`config.mk`:
```
export PLATFORM = sky130hd
export DESIGN_NAME = periodic_timer_bank_flat
export DESIGN_NICKNAME = d
export VERILOG_FILES = /design/src/rtl/ptb_pkg.sv /design/src/rtl/ptb_if.sv /design/src/rtl/ptb_front.sv /design/src/rtl/ptb_back.sv /design/src/rtl/periodic_timer_bank.sv /design/src/flat_wrapper.sv
export VERILOG_INCLUDE_DIRS = /design/src /design/src/rtl
export SDC_FILE = /design/constraint.sdc
export NUM_CORES = 2
export LEC_CHECK = 0
export ABC_AREA = 0
export BUFFER_PORTS_ARGS = -buffer_cell sky130_fd_sc_hd__buf_4
export CORE_MARGIN = 5
export CORE_UTILIZATION = 57
export DETAILED_ROUTE_END_ITERATION = 6
export PLACE_DENSITY = 0.73
export SKIP_LAST_GASP = 1
export SYNTH_ARGS = -nofsm -noshare
export SYNTH_HDL_FRONTEND = slang
export SYNTH_HIERARCHICAL = 1
export SYNTH_SLANG_ARGS = --single-unit
```
`constraint.sdc`:
```
create_clock -name clk -period 5.07 [get_ports clk]
set_input_delay 1.521 -clock clk [delete_from_list [all_inputs] [get_ports clk]]
set_output_delay 1.521 -clock clk [all_outputs]
set_load 0.05 [all_outputs]
```
`src/rtl/periodic_timer_bank_macros.svh`:
```
// Assertion macros for the periodic timer bank.
// Used by the top level only; no other dependencies.
`ifndef PERIODIC_TIMER_BANK_MACROS_SVH
`define PERIODIC_TIMER_BANK_MACROS_SVH

`ifndef SYNTHESIS
`define PTB_ASSERT_IMP(lbl, clk, rst_n, ante, cons) \
  lbl: assert property (@(posedge clk) disable iff (!rst_n) (ante) |-> (cons)) \
    else $error("periodic_timer_bank assertion failed");
`define PTB_ASSERT_NXT(lbl, clk, rst_n, ante, cons) \
  lbl: assert property (@(posedge clk) disable iff (!rst_n) (ante) |=> (cons)) \
    else $error("periodic_timer_bank assertion failed");
`else
`define PTB_ASSERT_IMP(lbl, clk, rst_n, ante, cons)
`define PTB_ASSERT_NXT(lbl, clk, rst_n, ante, cons)
`endif

`endif

```
`src/rtl/ptb_pkg.sv`:
```
// Shared types and codes of the periodic timer bank.
// No dependencies.
`default_nettype none

package ptb_pkg;

  localparam int OP_W      = 2;
  localparam int PERIOD_W  = 32;
  localparam int TAG_W     = 5;
  localparam int KIND_W    = 2;
  localparam int DEF_SLOTS = 16;

  localparam logic [OP_W-1:0] OP_TICK = 2'd0;
  localparam logic [OP_W-1:0] OP_ADD  = 2'd1;
  localparam logic [OP_W-1:0] OP_DEL  = 2'd2;
  localparam logic [OP_W-1:0] OP_RSVD = 2'd3;

  localparam logic [KIND_W-1:0] KIND_ADD = 2'd0;
  localparam logic [KIND_W-1:0] KIND_DEL = 2'd1;
  localparam logic [KIND_W-1:0] KIND_EXP = 2'd2;

  typedef struct packed {
    logic [OP_W-1:0]     op;
    logic [PERIOD_W-1:0] interval;
    logic [TAG_W-1:0]    target;
  } cmd_t;

  typedef struct packed {
    logic busy;
    logic pend_v;
  } back_stat_t;

endpackage

`default_nettype wire

```
`src/rtl/ptb_if.sv`:
```
// Valid/ready channel interfaces of the periodic timer bank.
// Depends on ptb_pkg.
`default_nettype none

interface ptb_in_if
  import ptb_pkg::*;
  ();
  logic                valid;
  logic                ready;
  logic [OP_W-1:0]     command;
  logic [PERIOD_W-1:0] interval_ticks;
  logic [TAG_W-1:0]    target_id;

  modport source (output valid, command, interval_ticks, target_id, input ready);
  modport sink   (input valid, command, interval_ticks, target_id, output ready);
endinterface

interface ptb_out_if
  import ptb_pkg::*;
  ();
  logic              valid;
  logic              ready;
  logic [KIND_W-1:0] kind;
  logic [TAG_W-1:0]  timer_tag;
  logic              status;
  logic              last;

  modport source (output valid, kind, timer_tag, status, last, input ready);
  modport sink   (input valid, kind, timer_tag, status, last, output ready);
endinterface

`default_nettype wire

```
`src/rtl/ptb_front.sv`:
```
// Front end: accepts input beats, drops unused commands, queues the rest.
// Depends on ptb_pkg and ptb_if.
`default_nettype none

module ptb_front
  import ptb_pkg::*;
(
  input  wire logic  clk,
  input  wire logic  rst_n,
  ptb_in_if.sink     in_ch,
  output cmd_t       q_cmd,
  output logic       q_valid,
  input  wire logic  q_pop
);

  localparam int QDEPTH = 2;
  localparam int QP_W   = $clog2(QDEPTH);
  localparam int QC_W   = $clog2(QDEPTH + 1);

  cmd_t            q_mem [QDEPTH];
  logic [QP_W-1:0] wr_ptr_r, wr_ptr_nxt;
  logic [QP_W-1:0] rd_ptr_r, rd_ptr_nxt;
  logic [QC_W-1:0] cnt_r, cnt_nxt;
  logic            push;
  logic            pop;

  assign in_ch.ready = (cnt_r != QC_W'(QDEPTH));
  assign push        = in_ch.valid && in_ch.ready && (in_ch.command != OP_RSVD);
  assign q_valid     = (cnt_r != '0);
  assign pop         = q_pop && q_valid;
  assign q_cmd       = q_mem[rd_ptr_r];

  always_comb begin
    wr_ptr_nxt = push ? wr_ptr_r + 1'b1 : wr_ptr_r;
    rd_ptr_nxt = pop ? rd_ptr_r + 1'b1 : rd_ptr_r;
    cnt_nxt    = cnt_r;
    if (push && !pop) begin
      cnt_nxt = cnt_r + 1'b1;
    end else if (pop && !push) begin
      cnt_nxt = cnt_r - 1'b1;
    end
  end

  always_ff @(posedge clk) begin
    if (!rst_n) begin
      wr_ptr_r <= '0;
      rd_ptr_r <= '0;
      cnt_r    <= '0;
    end else begin
      wr_ptr_r <= wr_ptr_nxt;
      rd_ptr_r <= rd_ptr_nxt;
      cnt_r    <= cnt_nxt;
    end
  end

  always_ff @(posedge clk) begin
    if (push) begin
      q_mem[wr_ptr_r] <= '{op: in_ch.command, interval: in_ch.interval_ticks,
                           target: in_ch.target_id};
    end
  end

endmodule

`default_nettype wire

```
`src/rtl/ptb_back.sv`:
```
// Back end: scans the slot memories one slot per cycle for each command
// bar stalls; drives the result register. Depends on ptb_pkg, ptb_if.
`default_nettype none

module ptb_back
  import ptb_pkg::*;
#(
  parameter int SLOTS = DEF_SLOTS,
  localparam int IDX_W = (SLOTS > 1) ? $clog2(SLOTS) : 1,
  localparam int CNT_W = $clog2(SLOTS + 1)
) (
  input  wire logic    clk,
  input  wire logic    rst_n,
  input  wire cmd_t    q_cmd,
  input  wire logic    q_valid,
  output logic         q_pop,
  ptb_out_if.source    out_ch,
  output back_stat_t   stat,
  output logic [CNT_W-1:0] act_cnt
);

  localparam logic [1:0] ST_IDLE = 2'd0;
  localparam logic [1:0] ST_SCAN = 2'd1;
  localparam logic [1:0] ST_FIN  = 2'd2;

  logic [PERIOD_W-1:0] mem_per [SLOTS];
  logic [PERIOD_W-1:0] mem_rem [SLOTS];
  logic [TAG_W-1:0]    mem_tag [SLOTS];
  logic [PERIOD_W-1:0] per_q, rem_q;
  logic [TAG_W-1:0]    tag_q;

  logic [1:0]          state_r, state_nxt;
  cmd_t                cmd_r, cmd_nxt;
  logic [IDX_W-1:0]    idx_r, idx_nxt;
  logic [SLOTS-1:0]    valid_r, valid_nxt;
  logic [CNT_W-1:0]    cnt_r, cnt_nxt;
  logic                add_ok_r, add_ok_nxt;
  logic [TAG_W-1:0]    add_tag_r, add_tag_nxt;
  logic                pend_v_r, pend_v_nxt;
  logic [TAG_W-1:0]    pend_tag_r, pend_tag_nxt;
  logic                out_v_r, out_v_nxt;
  logic [KIND_W-1:0]   out_kind_r, out_kind_nxt;
  logic [TAG_W-1:0]    out_tag_r, out_tag_nxt;
  logic                out_stat_r, out_stat_nxt;
  logic                out_last_r, out_last_nxt;
  logic                out_load;

  logic                out_free;
  logic                slot_v;
  logic                is_last_idx;
  logic                expire;
  logic [PERIOD_W-1:0] rem_new;
  logic                add_hit;
  logic                scan_end;
  logic                stall;
  logic                adv;
  logic                rd_en;
  logic [IDX_W-1:0]    rd_addr;

  assign out_free    = !out_v_r || out_ch.ready;
  assign slot_v      = valid_r[idx_r];
  assign is_last_idx = (idx_r == IDX_W'(SLOTS - 1));
  assign expire      = (cmd_r.op == OP_TICK) && slot_v && (rem_q <= PERIOD_W'(1));
  assign rem_new     = expire ? per_q : rem_q - 1'b1;
  assign add_hit     = (cmd_r.op == OP_ADD) && !slot_v;
  assign scan_end    = is_last_idx || add_hit;
  assign stall       = expire && pend_v_r && !out_free;
  assign adv         = (state_r == ST_SCAN) && !stall;
  assign q_pop       = (state_r == ST_IDLE) && q_valid;
  assign rd_en       = q_pop || (adv && !scan_end);
  assign rd_addr     = (state_r == ST_IDLE) ? '0 : idx_r + 1'b1;

  always_ff @(posedge clk) begin
    if (adv && (cmd_r.op == OP_TICK) && slot_v) begin
      mem_rem[idx_r] <= rem_new;
    end
    if (adv && add_hit) begin
      mem_per[idx_r] <= cmd_r.interval;
      mem_rem[idx_r] <= cmd_r.interval;
      mem_tag[idx_r] <= TAG_W'(cnt_r);
    end
    if (rd_en) begin
      per_q <= mem_per[rd_addr];
      rem_q <= mem_rem[rd_addr];
      tag_q <= mem_tag[rd_addr];
    end
  end

  always_comb begin
    state_nxt    = state_r;
    cmd_nxt      = cmd_r;
    idx_nxt      = idx_r;
    valid_nxt    = valid_r;
    cnt_nxt      = cnt_r;
    add_ok_nxt   = add_ok_r;
    add_tag_nxt  = add_tag_r;
    pend_v_nxt   = pend_v_r;
    pend_tag_nxt = pend_tag_r;
    out_load     = 1'b0;
    out_kind_nxt = out_kind_r;
    out_tag_nxt  = out_tag_r;
    out_stat_nxt = out_stat_r;
    out_last_nxt = out_last_r;

    case (state_r)
      ST_IDLE: begin
        if (q_valid) begin
          cmd_nxt    = q_cmd;
          idx_nxt    = '0;
          add_ok_nxt = 1'b0;
          state_nxt  = ST_SCAN;
        end
      end
      ST_SCAN: begin
        if (adv) begin
          if (expire) begin
            if (pend_v_r) begin
              out_load     = 1'b1;
              out_kind_nxt = KIND_EXP;
              out_tag_nxt  = pend_tag_r;
              out_stat_nxt = 1'b0;
              out_last_nxt = 1'b0;
            end
            pend_v_nxt   = 1'b1;
            pend_tag_nxt = tag_q;
          end
          if (add_hit) begin
            valid_nxt[idx_r] = 1'b1;
            cnt_nxt          = cnt_r + 1'b1;
            add_ok_nxt       = 1'b1;
            add_tag_nxt      = TAG_W'(cnt_r);
          end
          if ((cmd_r.op == OP_DEL) && slot_v && (tag_q == cmd_r.target)) begin
            valid_nxt[idx_r] = 1'b0;
            if (cnt_r != '0) begin
              cnt_nxt = cnt_r - 1'b1;
            end
          end
          if (scan_end) begin
            state_nxt = ST_FIN;
          end else begin
            idx_nxt = idx_r + 1'b1;
          end
        end
      end
      ST_FIN: begin
        case (cmd_r.op)
          OP_TICK: begin
            if (!pend_v_r) begin
              state_nxt = ST_IDLE;
            end else if (out_free) begin
              out_load     = 1'b1;
              out_kind_nxt = KIND_EXP;
              out_tag_nxt  = pend_tag_r;
              out_stat_nxt = 1'b0;
              out_last_nxt = 1'b1;
              pend_v_nxt   = 1'b0;
              state_nxt    = ST_IDLE;
            end
          end
          OP_ADD: begin
            if (out_free) begin
              out_load     = 1'b1;
              out_kind_nxt = KIND_ADD;
              out_tag_nxt  = add_ok_r ? add_tag_r : '0;
              out_stat_nxt = !add_ok_r;
              out_last_nxt = 1'b1;
              state_nxt    = ST_IDLE;
            end
          end
          default: begin
            if (out_free) begin
              out_load     = 1'b1;
              out_kind_nxt = KIND_DEL;
              out_tag_nxt  = cmd_r.target;
              out_stat_nxt = 1'b0;
              out_last_nxt = 1'b1;
              state_nxt    = ST_IDLE;
            end
          end
        endcase
      end
      default: begin
        state_nxt = ST_IDLE;
      end
    endcase

    out_v_nxt = out_load || (out_v_r && !out_ch.ready);
  end

  always_ff @(posedge clk) begin
    if (!rst_n) begin
      state_r  <= ST_IDLE;
      valid_r  <= '0;
      cnt_r    <= '0;
      pend_v_r <= 1'b0;
      out_v_r  <= 1'b0;
    end else begin
      state_r  <= state_nxt;
      valid_r  <= valid_nxt;
      cnt_r    <= cnt_nxt;
      pend_v_r <= pend_v_nxt;
      out_v_r  <= out_v_nxt;
    end
  end

  always_ff @(posedge clk) begin
    cmd_r      <= cmd_nxt;
    idx_r      <= idx_nxt;
    add_ok_r   <= add_ok_nxt;
    add_tag_r  <= add_tag_nxt;
    pend_tag_r <= pend_tag_nxt;
    out_kind_r <= out_kind_nxt;
    out_tag_r  <= out_tag_nxt;
    out_stat_r <= out_stat_nxt;
    out_last_r <= out_last_nxt;
  end

  assign out_ch.valid     = out_v_r;
  assign out_ch.kind      = out_kind_r;
  assign out_ch.timer_tag = out_tag_r;
  assign out_ch.status    = out_stat_r;
  assign out_ch.last      = out_last_r;

  assign stat.busy   = (state_r != ST_IDLE);
  assign stat.pend_v = pend_v_r;
  assign act_cnt     = cnt_r;

endmodule

`default_nettype wire

```
`src/rtl/periodic_timer_bank.sv`:
```
// Top level of the periodic timer bank: front queue plus slot scan engine.
// Depends on ptb_pkg, ptb_if, ptb_front, ptb_back and the macros header.
//
// Each accepted command (tick, add, delete) enters a two-entry queue and is
// then carried out by a scan through the slot memories (one read and one
// write port each) that visits one slot per cycle while no beat waits on a
// stalled output. An add stops the scan at the first free slot. A tick
// yields one expiry beat per firing slot in slot order, the final one marked
// last; a tick with no expiry yields no beat. Add and delete each yield
// exactly one beat. Command value 3 is accepted and dropped. No clearing
// pass runs after reset.
`default_nettype none
`include "periodic_timer_bank_macros.svh"

module periodic_timer_bank
  import ptb_pkg::*;
#(
  parameter int SLOTS = DEF_SLOTS
) (
  input  wire logic clk,
  input  wire logic rst_n,
  ptb_in_if.sink    in_ch,
  ptb_out_if.source out_ch
);

  localparam int CNT_W = $clog2(SLOTS + 1);

  cmd_t             q_cmd;
  logic             q_valid;
  logic             q_pop;
  back_stat_t       stat;
  logic [CNT_W-1:0] act_cnt;

  ptb_front u_front (
    .clk     (clk),
    .rst_n   (rst_n),
    .in_ch   (in_ch),
    .q_cmd   (q_cmd),
    .q_valid (q_valid),
    .q_pop   (q_pop)
  );

  ptb_back #(
    .SLOTS (SLOTS)
  ) u_back (
    .clk     (clk),
    .rst_n   (rst_n),
    .q_cmd   (q_cmd),
    .q_valid (q_valid),
    .q_pop   (q_pop),
    .out_ch  (out_ch),
    .stat    (stat),
    .act_cnt (act_cnt)
  );

  `PTB_ASSERT_IMP(a_cnt_bound, clk, rst_n, 1'b1, act_cnt <= CNT_W'(SLOTS))
  `PTB_ASSERT_IMP(a_pend_idle, clk, rst_n, !stat.busy, !stat.pend_v)
  `PTB_ASSERT_IMP(a_reply_last, clk, rst_n, out_ch.valid && (out_ch.kind != KIND_EXP), out_ch.last)
  `PTB_ASSERT_IMP(a_full_add, clk, rst_n, out_ch.valid && out_ch.status, out_ch.kind == KIND_ADD)

endmodule

`default_nettype wire
```
`src/flat_wrapper.sv`:
```
// flat-port wrapper written by rule: the top's interface ports become plain ports
module periodic_timer_bank_flat import ptb_pkg::*;
#(
  parameter int SLOTS = DEF_SLOTS
)
  (clk, rst_n, in_ch_valid, in_ch_command, in_ch_interval_ticks, in_ch_target_id, in_ch_ready, out_ch_valid, out_ch_kind, out_ch_timer_tag, out_ch_status, out_ch_last, out_ch_ready);
  ptb_in_if in_ch_i ();
  ptb_out_if out_ch_i ();
  input  wire logic clk;
  input  wire logic rst_n;
  input wire logic [$bits(in_ch_i.valid)-1:0] in_ch_valid;
  input wire logic [$bits(in_ch_i.command)-1:0] in_ch_command;
  input wire logic [$bits(in_ch_i.interval_ticks)-1:0] in_ch_interval_ticks;
  input wire logic [$bits(in_ch_i.target_id)-1:0] in_ch_target_id;
  output wire logic [$bits(in_ch_i.ready)-1:0] in_ch_ready;
  output wire logic [$bits(out_ch_i.valid)-1:0] out_ch_valid;
  output wire logic [$bits(out_ch_i.kind)-1:0] out_ch_kind;
  output wire logic [$bits(out_ch_i.timer_tag)-1:0] out_ch_timer_tag;
  output wire logic [$bits(out_ch_i.status)-1:0] out_ch_status;
  output wire logic [$bits(out_ch_i.last)-1:0] out_ch_last;
  input wire logic [$bits(out_ch_i.ready)-1:0] out_ch_ready;
  assign in_ch_i.valid = in_ch_valid;
  assign in_ch_i.command = in_ch_command;
  assign in_ch_i.interval_ticks = in_ch_interval_ticks;
  assign in_ch_i.target_id = in_ch_target_id;
  assign in_ch_ready = in_ch_i.ready;
  assign out_ch_valid = out_ch_i.valid;
  assign out_ch_kind = out_ch_i.kind;
  assign out_ch_timer_tag = out_ch_i.timer_tag;
  assign out_ch_status = out_ch_i.status;
  assign out_ch_last = out_ch_i.last;
  assign out_ch_i.ready = out_ch_ready;
  periodic_timer_bank #(.SLOTS(SLOTS)) u_core (.clk(clk), .rst_n(rst_n), .in_ch(in_ch_i), .out_ch(out_ch_i));
endmodule
```
Word level (Yosys, flattened, before mapping)
Memories as Yosys holds them, arrays and structs flattened. A register that Yosys moved wholly into a read port is not among the register bits. Cells that the tools add are included.

Flip-flop bits (word level): 53. RAM bits: 1182. Input bits: 43. Output and inout bits: 11. Logic and storage cells: 186. Memories kept: 4.

Memories: u_core.u_back.mem_per (depth 16, bits a word 32, rd ports 1, clocked after Yosys merged registers in 1, wr ports 1, RTL line ptb_back.sv:26) `logic [PERIOD_W-1:0] mem_per [SLOTS];`; u_core.u_back.mem_rem (depth 16, bits a word 32, rd ports 1, clocked after Yosys merged registers in 1, wr ports 1, RTL line ptb_back.sv:27) `logic [PERIOD_W-1:0] mem_rem [SLOTS];`; u_core.u_back.mem_tag (depth 16, bits a word 5, rd ports 1, clocked after Yosys merged registers in 1, wr ports 1, RTL line ptb_back.sv:28) `logic [TAG_W-1:0] mem_tag [SLOTS];`; u_core.u_front.q_mem (depth 2, bits a word 39, rd ports 1, clocked after Yosys merged registers in 1, wr ports 1, RTL line ptb_front.sv:20) `cmd_t q_mem [QDEPTH];`.

Add/subtract/negate cells: 8. Order comparisons: 3. Eq/ne operators: 19. Muxes and demuxes: 81. Bitwise operators: 4. Reduce and logical (&&, ||, !) cells: 51.

Operators with widths (number): $mux W16 (4); $mux W32 (2); $mux W5 (11); $le A32 B1 Y1 const B (1); $sub A32 B1 Y32 const B (1); $mux W1 (31); $mux W2 (15); $ne A2 B2 Y1 const B (11); $logic_and A1 B1 Y1 (20); $pmux W5 S2 (2); $and A16 B16 Y16 (1); $mux W4 (4); $not A16 Y16 (1); $or A16 B16 Y16 (1); $pmux W1 S2 (6); $reduce_and A4 Y1 (3); $reduce_and A6 Y1 (2); $logic_not A1 Y1 (9); $reduce_and A3 Y1 (3); $pmux W2 S2 (2); $pmux W4 S2 (1); $reduce_bool A2 Y1 (4); $ne A3 B3 Y1 const B (2); $pmux W2 S3 (1); other kinds (20) (28).

Longest topological paths before layout
Word-level depth: 13. Mapped depth: 11. Depth with buffers taken out: 8.

Modules after synthesis
The synthesis kept the hierarchy.

Modules (own cells, without submodules): ptb_back (times used 1, cells an instance 3055, area an instance 50144.3 um2, seq. area each 37616.1 um2); ptb_front (times used 1, cells an instance 146, area an instance 3042.9 um2, seq. area each 2442.3 um2).

Worst setup path before layout
No wires, ideal clock.

Path kind: input -> register. From: in out_ch_ready. To: mem u_core.u_back.mem_rem[15][0] (enable). Library setup time: 421 ps. Data arrival time: 3963 ps. Required time: 4649 ps. Path slack: 686 ps. Cell stages on the path: 8. Path through: nand2b_1 -> nor2_1 -> o211ai_4 -> nand2_4 -> or3_1 -> buf_4 -> buf_6 -> nor2_1.

Cells in the longest elaborated chain, start to end: 10. Elaborated cells on any way between the ends: 13. Classes of those cells: 4 x mux; 1 x bitwise; 8 x reduce/logical.

Ends and longest elaborated chain: start: declaration (RTL line flat_wrapper.sv:21) `input wire logic [$bits(out_ch_i.ready)-1:0] out_ch_ready;`; $logic_or A1 B1 Y1 (*) (RTL line ptb_back.sv:60) `assign out_free = !out_v_r || out_ch.ready;`; $logic_not A1 Y1 (*) (RTL line ptb_back.sv:67) `assign stall = expire && pend_v_r && !out_free;`; $logic_and A1 B1 Y1 (*) (RTL line ptb_back.sv:67); $logic_not A1 Y1 (*) (RTL line ptb_back.sv:68) `assign adv = (state_r == ST_SCAN) && !stall;`; $logic_and A1 B1 Y1 (*) (RTL line ptb_back.sv:68); $logic_and A1 B1 Y1 (2 in series) (RTL line ptb_back.sv:74) `if (adv && (cmd_r.op == OP_TICK) && slot_v) begin`; $mux W1 (RTL line ptb_back.sv:74); $mux W1 (implied by the code) (RTL line ptb_back.sv:75) `mem_rem[idx_r] <= rem_new;`; $or A1 B1 Y1 (no line) (*); end: declaration (RTL line ptb_back.sv:27).

Mark *: on every way between the ends. The rest lies on a longest branch, timed or not.

Final worst setup path
From: reg u_core.u_back.rem_q[12] (read register of u_core.u_back.mem_rem). To: mem u_core.u_back.mem_rem[11][15] (data pin).

Cells in the longest elaborated chain, start to end: 10. Elaborated cells on any way between the ends: 12. Classes of those cells: 1 x add/sub; 1 x order compare; 4 x mux; 6 x reduce/logical.

Ends and longest elaborated chain: start: declaration (RTL line ptb_back.sv:29) `logic [PERIOD_W-1:0] per_q, rem_q;`; $le A32 B1 Y1 (RTL line ptb_back.sv:63) `assign expire = (cmd_r.op == OP_TICK) && slot_v && (rem_q <= PERIOD_W'(1));`; $logic_and A1 B1 Y1 (RTL line ptb_back.sv:63); $logic_and A1 B1 Y1 (2 in series) (RTL line ptb_back.sv:67); $logic_not A1 Y1 (RTL line ptb_back.sv:68); $logic_and A1 B1 Y1 (RTL line ptb_back.sv:68); $logic_and A1 B1 Y1 (RTL line ptb_back.sv:77) `if (adv && add_hit) begin`; $mux W1 (RTL line ptb_back.sv:77); $mux W1 (implied by the code) (RTL line ptb_back.sv:79) `mem_rem[idx_r] <= cmd_r.interval;`; $mux W32 (no line) (*).

Marked as above.

==> reports/qor.txt <==
root buffer cell -> clkbuf_16
Post-Syn Area -> 53180 µm²
final setup violation count -> 0
Hold Startpoint -> u_core/u_back/tag_q[1]
Clock power frac -> 0.272
Worst-path clk slew -> 60 ps
worst-margin pin slew -> 1322 ps
kind of critical path -> flop to flop
Vias -> 29339
Hold WC Path Type -> flop to flop
post-route ant nets -> 0
cts hold-fix bufs -> 0
number of DRC markers in iteration 0 -> 3377
Req. time, crit path -> 5440 ps
Starting Density -> 0.5724
Sw Share -> 0.3284
cell mode on critical path -> or4_1
gr usage total -> 0.2428
startpoint types -> flop
global route overflow -> 0
worst path arrival time -> 4730 ps
met1 usage -> 0.3499
met3 Use GR -> 0.04024
worst r2r src -> u_core/u_back/rem_q[12]
YS warnings -> 6
crit path time final -> 4360 ps
number of global-route vias before repair -> 29440
register area -> 40060 µm²
Slew headroom -> 0.1165
WL final -> 120400 µm
fillcell total -> 6169
H-tree Lvls -> 4
Reg power frac -> 0.454
Layout area overhead -> 12.32%
clock sink total -> 1344
CTS buffer count -> 134
first-pass GRT wire length -> 181700 µm
P per Cell Area -> 586.8 nW/µm²
RSZ-0062 raised after global routing -> false
run status -> finished with violations
first-pass detailed-route iteration total -> 7
share of layout cells above drive strength 1 -> 0.1461
CTS tree -> built
Logic pwr share -> 0.274
crit path max fanout -> 36
clk_skew -> 34.98 ps
cell count after placement -> 4392
CP Launch Point -> u_core/u_back/rem_q[12]
Max Cap Viol -> 0
Clock Path Buffers -> 3
Syn Nets -> 3255
Post-Syn Area per Cell -> 16.62 µm²
Critical-path top delay cell -> o21ai_1
clk_lat worst skew -> 740 ps
vias per inst -> 6.338
routability congestion estimate -> 0.8600
met2 Use GR -> 0.3903
I/O Pins -> 54
Worst Setup End Kind -> flop
Multi-input gate area -> 12550 µm²
largest net degree at the start of global routing -> 111
max-slew violation count -> 0
Final nets -> 3329
setup bufs post-CTS -> 0
P_sw -> 11.51 mW
crit-path max cell delay -> 850 ps
Hold Violations, Final -> 0
synthesized netlist cell count -> 3200
Resized cells post-CTS -> 0
setup total negative slack -> 0 ps
Final period util -> 0.8600
Die Y -> 315.4 µm
DR DRC count -> 2
die footprint -> 99510 µm²
Die W -> 315.4 µm
PortBufs -> 53
Final Non-Filler Cells -> 4629
internal power -> 23.54 mW
dpl hpwl -> 66520 µm
initial antenna violation count -> 4
failing checks -> design-rule violations
core footprint -> 92910 µm²
Leakage Power -> 18.94 nW
WL per Instance -> 26.01 µm
worst IR drop on VDD -> 0.0004653 V
cell row count -> 112
critical path cell sequence -> or4_1 > or4_1 > nor4_4 > o21ai_4 > buf_4 > nand2_1 > o21ai_0 > o21ai_1
most used routing layer -> met2
Max Fclk -> 229.4 MHz
sequential cells by signal, summed over array words and instances (netlist names), 2 cells and up, named ones only:
signal,flops
u_core/u_back/state_r,2
u_core/u_back/pend_tag_r,5
u_core/u_back/add_tag_r,5
u_core/u_back/idx_r,4
u_core/u_back/mem_per,512
u_core/u_back/out_ch.kind,2
u_core/u_front/cnt_r,2
u_core/u_back/mem_rem,512
u_core/u_back/mem_tag,80
u_core/u_back/valid_r,16
u_core/u_back/tag_q,5
u_core/u_back/rem_q,32
u_core/u_front/q_mem,78
u_core/u_back/cmd_r,39
u_core/u_back/out_ch.timer_tag,5
u_core/u_back/act_cnt,5
u_core/u_back/per_q,32
critical path: cells and delay by family, from the launching register on:
kind	cells	cell delay, ps
buffers and inverters	1	350
AO/OA/AOI/OAI	3	1310
AND/OR/NAND/NOR	4	1890
flip-flops	1	420
cells in the final DEF, fill, tap and decap left out, drive strengths merged, types with 13 or more instances in the layout:
master / instances
clkinv: 48
edfxtp: 1314
nor2b: 143
nand2: 356
a21oi: 80
clkbuf: 170
a211oi: 205
o221a: 17
mux2i: 286
nor2: 57
a311oi: 68
xnor2: 25
mux2: 39
nand3: 17
dfxtp: 30
nor4: 13
inv: 25
buf: 139
a31oi: 69
mux4: 71
o21ai: 70
per-layer routing:
metal / routed length, µm / part of all wire / vias to the layer above
li1: - / - / 12788
met1: 48400 / 0.40 / 14877
met2: 58230 / 0.48 / 1449
met3: 10910 / 0.091 / 225
met4: 2864 / 0.024 / 0
met5: 0 / 0 / -
worst paths after layout:
path,endpoint,slack (ps),cells past startpoint
setup reg to reg,u_core/u_back/mem_rem[11][15],710,8
hold reg to reg,u_core/u_back/pend_tag_r[1],480,0
hold / removal,u_core/u_back/pend_tag_r[1],480,0
setup / recovery,u_core/u_back/mem_rem[11][15],710,8
through the flow:
stage / util / hold slack, ps / power [mW] / instance area, µm² / setup slack (ps)
2_1_floorplan: - / 447.3 / 21.93 / 53180 / 685.7
3_3_place_gp: 0.5971 / 459.1 / 25.16 / 55480 / 661.1
3_5_place_dp: 0.5971 / 463.0 / 25.55 / 55480 / 578.7
4_1_cts: 0.6429 / 474.0 / 35.11 / 59730 / 707.4
5_1_grt: 0.6429 / 497.7 / 36.47 / 59730 / 530.6
6_report: 0.6429 / 475.8 / 35.05 / 59730 / 709.8
layout make-up:
cell class / instances / area share
inverters: 19 / 0.001194
clock buffers: 170 / 0.05983
diodes: 1 / 0.00004190
flip-flops and latches: 1344 / 0.6707
well taps: 1254 / 0.02627
repair buffers: 139 / 0.02061
clock inverters: 66 / 0.01131
multi-input cells: 1636 / 0.2101
power groups by stage:
stage | Sequential, mW | Combinational, mW | Clock [mW]
final | 15.9 | 9.59 | 9.54
after global routing | 16.0 | 10.2 | 10.2
after CTS | 15.9 | 9.53 | 9.70
after detailed placement | 16.1 | 9.44 | 0
after global placement | 16.0 | 9.13 | 0
after floorplan | 15.6 | 6.32 | 0
(Power assumes the default switching activity.)
